File: src/design/ico_pkg.sv
// Shared types and constants of the icosphere triangle subdivider.
// No dependencies.
package ico_pkg;

    localparam int LEVEL_WIDTH = 2;

    // Commands from the controller to the datapath.
    typedef struct packed {
        logic load;        // capture the input triangle onto the stack
        logic pop;         // read the top of stack into the work registers
        logic norm_start;  // start normalizing the three midpoints
        logic push_children;
        logic emit;        // move the work triangle to the output register
    } ico_cmd_t;

    // Status from the datapath to the controller.
    typedef struct packed {
        logic norm_done;
        logic need_split;  // work triangle level below target
        logic stack_empty;
        logic out_busy;    // output register still holds a result
    } ico_stat_t;

endpackage

File: src/design/ico_ctrl.sv
// Controller state machine of the icosphere subdivider.
// Depends on ico_pkg.
module ico_ctrl (
    input  logic               clk,
    input  logic               rst_n,
    input  logic               in_req,
    output logic               in_ready,
    input  ico_pkg::ico_stat_t stat,
    output ico_pkg::ico_cmd_t  cmd
);
    localparam logic [2:0] ST_IDLE = 3'd0;
    localparam logic [2:0] ST_POP  = 3'd1;
    localparam logic [2:0] ST_DEC  = 3'd2;
    localparam logic [2:0] ST_NORM = 3'd3;
    localparam logic [2:0] ST_EMIT = 3'd4;
    localparam logic [2:0] ST_PUSH = 3'd5;

    logic [2:0] state_reg, state_next;

    always_comb
    begin
        state_next = state_reg;
        cmd        = '0;
        in_ready   = 1'b0;
        case (state_reg)
            ST_IDLE:
            begin
                in_ready = 1'b1;
                if (in_req)
                begin
                    cmd.load   = 1'b1;
                    state_next = ST_POP;
                end
            end
            ST_POP:
            begin
                cmd.pop    = 1'b1;
                state_next = ST_DEC;
            end
            ST_DEC:
            begin
                if (stat.need_split)
                begin
                    cmd.norm_start = 1'b1;
                    state_next     = ST_NORM;
                end
                else
                    state_next = ST_EMIT;
            end
            ST_NORM:
            begin
                // The last midpoint is captured on this edge, so the push is done from ST_PUSH once it is registered.
                if (stat.norm_done)
                    state_next = ST_PUSH;
            end
            ST_PUSH:
            begin
                cmd.push_children = 1'b1;
                state_next        = ST_POP;
            end
            ST_EMIT:
            begin
                if (!stat.out_busy)
                begin
                    cmd.emit   = 1'b1;
                    state_next = stat.stack_empty ? ST_IDLE : ST_POP;
                end
            end
            default: state_next = ST_IDLE;
        endcase
    end

    always_ff @(posedge clk or negedge rst_n)
    begin
        if (!rst_n)
            state_reg <= ST_IDLE;
        else
            state_reg <= state_next;
    end
endmodule

File: config.mk
export PLATFORM = sky130hd
export DESIGN_NAME = ico_ctrl
export DESIGN_NICKNAME = d
export VERILOG_FILES = /design/src/design/ico_pkg.sv /design/src/design/ico_ctrl.sv
export SDC_FILE = /design/constraint.sdc
export NUM_CORES = 1
export LEC_CHECK = 0
export ABC_CLOCK_PERIOD_IN_PS = 1200
export CAP_MARGIN = 20
export CORE_AREA = 4 4 41 43
export CTS_CLUSTER_DIAMETER = 150
export DETAILED_ROUTE_END_ITERATION = 12
export DIE_AREA = 0 0 45 47
export DONT_BUFFER_PORTS = 1
export PLACE_DENSITY = 0.44
export SYNTH_ARGS = -nofsm -noshare
export SYNTH_HDL_FRONTEND = slang
export SYNTH_SLANG_ARGS = --single-unit
File: constraint.sdc
create_clock -name clk -period 1.2 [get_ports clk]
set_clock_uncertainty 0.2 [all_clocks]
set_input_delay 0.12 -clock clk [delete_from_list [all_inputs] [get_ports clk]]
set_output_delay 0.12 -clock clk [all_outputs]
set_load 0.02 [all_outputs]
* After elaboration in Yosys (flattened, before gate mapping)
Index checks and enable logic that the tools add are counted.
** Word-level totals
- Input port bits :: 7
- Register bits after elaboration :: 3
- Logic and storage cells :: 26
** Operators by class
- Mux-type cells :: 15
- Eq/ne operators :: 8
- Reduce and logical (&&, ||, !) cells :: 2
** Operator list (count)
- case mux 3 bit (6 select lines) :: 1
- 2-to-1 mux 3 bit :: 4
- 2-to-1 mux 1 bit :: 10
- equality test 3 x 2 -> 1 bit (second input constant) :: 2
- equality test 3 bit (second input constant) :: 2
- != test 2 bit (second input constant) :: 3
- equality test 3 x 1 -> 1 bit (second input constant) :: 1
- zero test 3 bit :: 1
- AND reduction 3 bit :: 1

* Depth between registers and ports, before layout
- Word-level depth :: 3
- Depth in mapped cells :: 4
- Gate-level depth less buffers :: 3

* Worst setup path before layout
Ideal clock, no wire load.
- Path type :: register to output
- Start :: register state_reg[0]
- End :: output port cmd[4] (netlist bit)
- Stages on the path, launching flop included :: 4
- Required time :: 880 ps
- Buffers on the path :: 1
- Arrival time :: 1184 ps
- Setup slack :: -304 ps
- Path through :: dfrtp_1 > buf_4 > nor3_2 > and2_1
** RTL lines
- from (decl) :: RTL line ico_ctrl.sv:18 : logic [2:0] state_reg, state_next;
- from (signal assigned) :: RTL line ico_ctrl.sv:78 : state_reg <= state_next;
- to (decl) :: RTL line ico_ctrl.sv:9 : output ico_pkg::ico_cmd_t cmd

==> results.ini <==
[min_path]
hold_depth=3
min_path_type=input port to flop

[synth]
ys_seq_elements=3
yosysTopAreaCellShare=0.300
synth_area_um2=250
synth_edf_count=0
synth_largest_area_cell=dfrtp_1
syn_inst=26
async_flop_share=1.00
yosysSeqAreaShare=0.300
synth_most_common_cell=dfrtp_1
synth.area.top_cells=dfrtp_1 30%, and3b_2 8.0%, a311oi_2 6.0%
synth_flop_cell=dfrtp_1
synth.distinct_cells=20
ys_top_cells_by_count=3 x dfrtp_1, 2 x a21oi_1, 2 x and3b_2, 2 x buf_4, 2 x nor3_1
postSynthAreaPerCell_um2=9.62
yosys_warnings=0
syn_nets=33

[final_layout]
multiInputGateArea_um2=203
nets=56
diodes=0
register_area_um2=78.8
largest_register_ffs=3
final_area_um2=546
drive_above_1_share=0.708
fillers=137
area_growth_pct=118

[worst_setup_path]
slowest_delay_ns=0.43
cp_slowest_cell=dfrtp_2
worstPathArrival_ns=1.17
r2r-start=state_reg[2]
r2r-end=state_reg[2]
start_kind=flop
startpoint=state_reg[1]
r2r_slack_ns=-0.10
crit_type=flop to primary output
crit_path_end=cmd[0]
worstRegToRegCells=4
path_max_fanout=4
crit_path_end_kind=primary output
cp_cell_sequence=buf_6, nor4b_4, buf_4
required_ns=0.88

[global_route]
antenna_found_initial=0
first_global_vias=297
globalRouteTotalUtil=0.0895
busiest_layer=met2
grt_use_met3=0.0230
grt_max_degree=7
grt_pass1_wl_um=1310
met2_usage=0.161
met1_usage=0.101
overflow=0

[timing]
slew_violations=0
finalSetupViolations=9
tightest_slew_ns=0.225
finalHoldViolations=0
fin_ws_ns=-0.289
fmax_mhz=672
setup_tns_ns=-1.76
slew_headroom=0.849
timing.final.crit_share=1.24
fin_crit_ns=1.49
grt_setup_unrepaired=true

[clocking]
numCtsBuffers=3
worstSkewPairLatency_ns=0.23
cts.sink_count=3
cts_tree=yes
clkTransAtPathRegs_ns=0.04
clock_path_buffers=2
cts_root_buf=clkbuf_4
htree_levels=1

[floorplanning]
die-area_um2=2120
die_w_um=45
initial_utilization=0.192
dieHeight_um=47
core_area_um2=1300
rows=13
io_pins=13

[routing]
vias=278
drc=0
drt-vias-per-instance=4.41
wl_per_cell_um=12.4
first_pass_iters=3
routed_wl_um=780
drtIter0Drc=6
ant_nets=0

[status]
status=finished with violations
violations=setup timing

[run]
maxCapViolCount=0

[place]
portBuffers=0
place_area_um2=353
pre_cts_slack_ns=-0.108
dp_hpwl_um=533
gp_congestion=0.742

[power]
cellLeakagePower_nw=0.225
irDropWorstVdd_mv=0.921
power_density_nw_per_um2=2840

layout make-up:
| class | instances | area share |
|---|---|---|
| clock buffer | 4 | 0.0482 |
| multi-input combinational | 20 | 0.372 |
| sequential | 3 | 0.144 |
| tap | 15 | 0.0344 |
| timing repair buffer | 21 | 0.401 |
stage by stage:
stage	power [mW]	hold WS (ns)	utilization	std cells
floorplan	0.783	-0.376	-	26
global placement	0.974	-0.375	0.271	49
detailed placement	0.992	-0.375	0.271	49
CTS	1.43	0.0355	0.389	64
global route	1.67	0.0322	0.419	63
finish	1.55	0.0250	0.419	63
what timing repair did:
| item | in CTS | in global routing |
|---|---|---|
| gates resized for setup | 6 | 12 |
| setup endpoints to repair | 9 | 9 |
| hold buffers | 6 | 0 |
| pin swaps | 0 | 5 |
| endpoints found under the hold margin | 6 | 0 |
| buffers inserted | 5 | 0 |
logic make-up after synthesis:
| group | Yosys count | share of synthesized area |
|---|---|---|
| flip-flops | 3 | 0.300 |
| buffers and inverters | 3 | 0.105 |
| AND/OR/NAND/NOR | 13 | 0.390 |
| AO/OA/AOI/OAI | 7 | 0.205 |
worst min-delay path by stage:
| stage | start | end | slack (ns) |
|---|---|---|---|
| 2_1_floorplan | rst_n | state_reg[0] | -0.38 |
| 3_5_place_dp | rst_n | state_reg[2] | -0.38 |
| 4_1_cts | stat[2] | state_reg[0] | 0.04 |
| 6_report | stat[2] | state_reg[0] | 0.03 |
| 5_1_grt | stat[2] | state_reg[0] | 0.03 |
| 3_3_place_gp | rst_n | state_reg[2] | -0.38 |
critical path: cells and delay by family (launching register included):
family | cells | cell delay (ns)
flip-flops | 1 | 0.43
buffers and inverters | 2 | 0.31
AND/OR/NAND/NOR | 1 | 0.20
power breakdown:
part           switching, mW  internal, mW
Clock                 0.0513         0.125
Sequential             0.110         0.166
Combinational          0.459         0.637
Total                  0.620         0.928
per-layer routing:
metal	vias to the layer above	routed length, um
met5	-	0
met4	0	0
met3	0	39
met2	6	422
met1	132	318
li1	140	-
layout by cell type, fill, tap and decap left out, drive strengths merged, types with 2 or more instances in the layout:
| cell | count |
|---|---|
| dlygate4sd3 | 6 |
| dfrtp | 3 |
| nor3 | 3 |
| and3b | 2 |
| o21ai | 2 |
| clkbuf | 4 |
| buf | 15 |
| a21oi | 3 |
No activity file was read; power rests on OpenSTA's default activity.
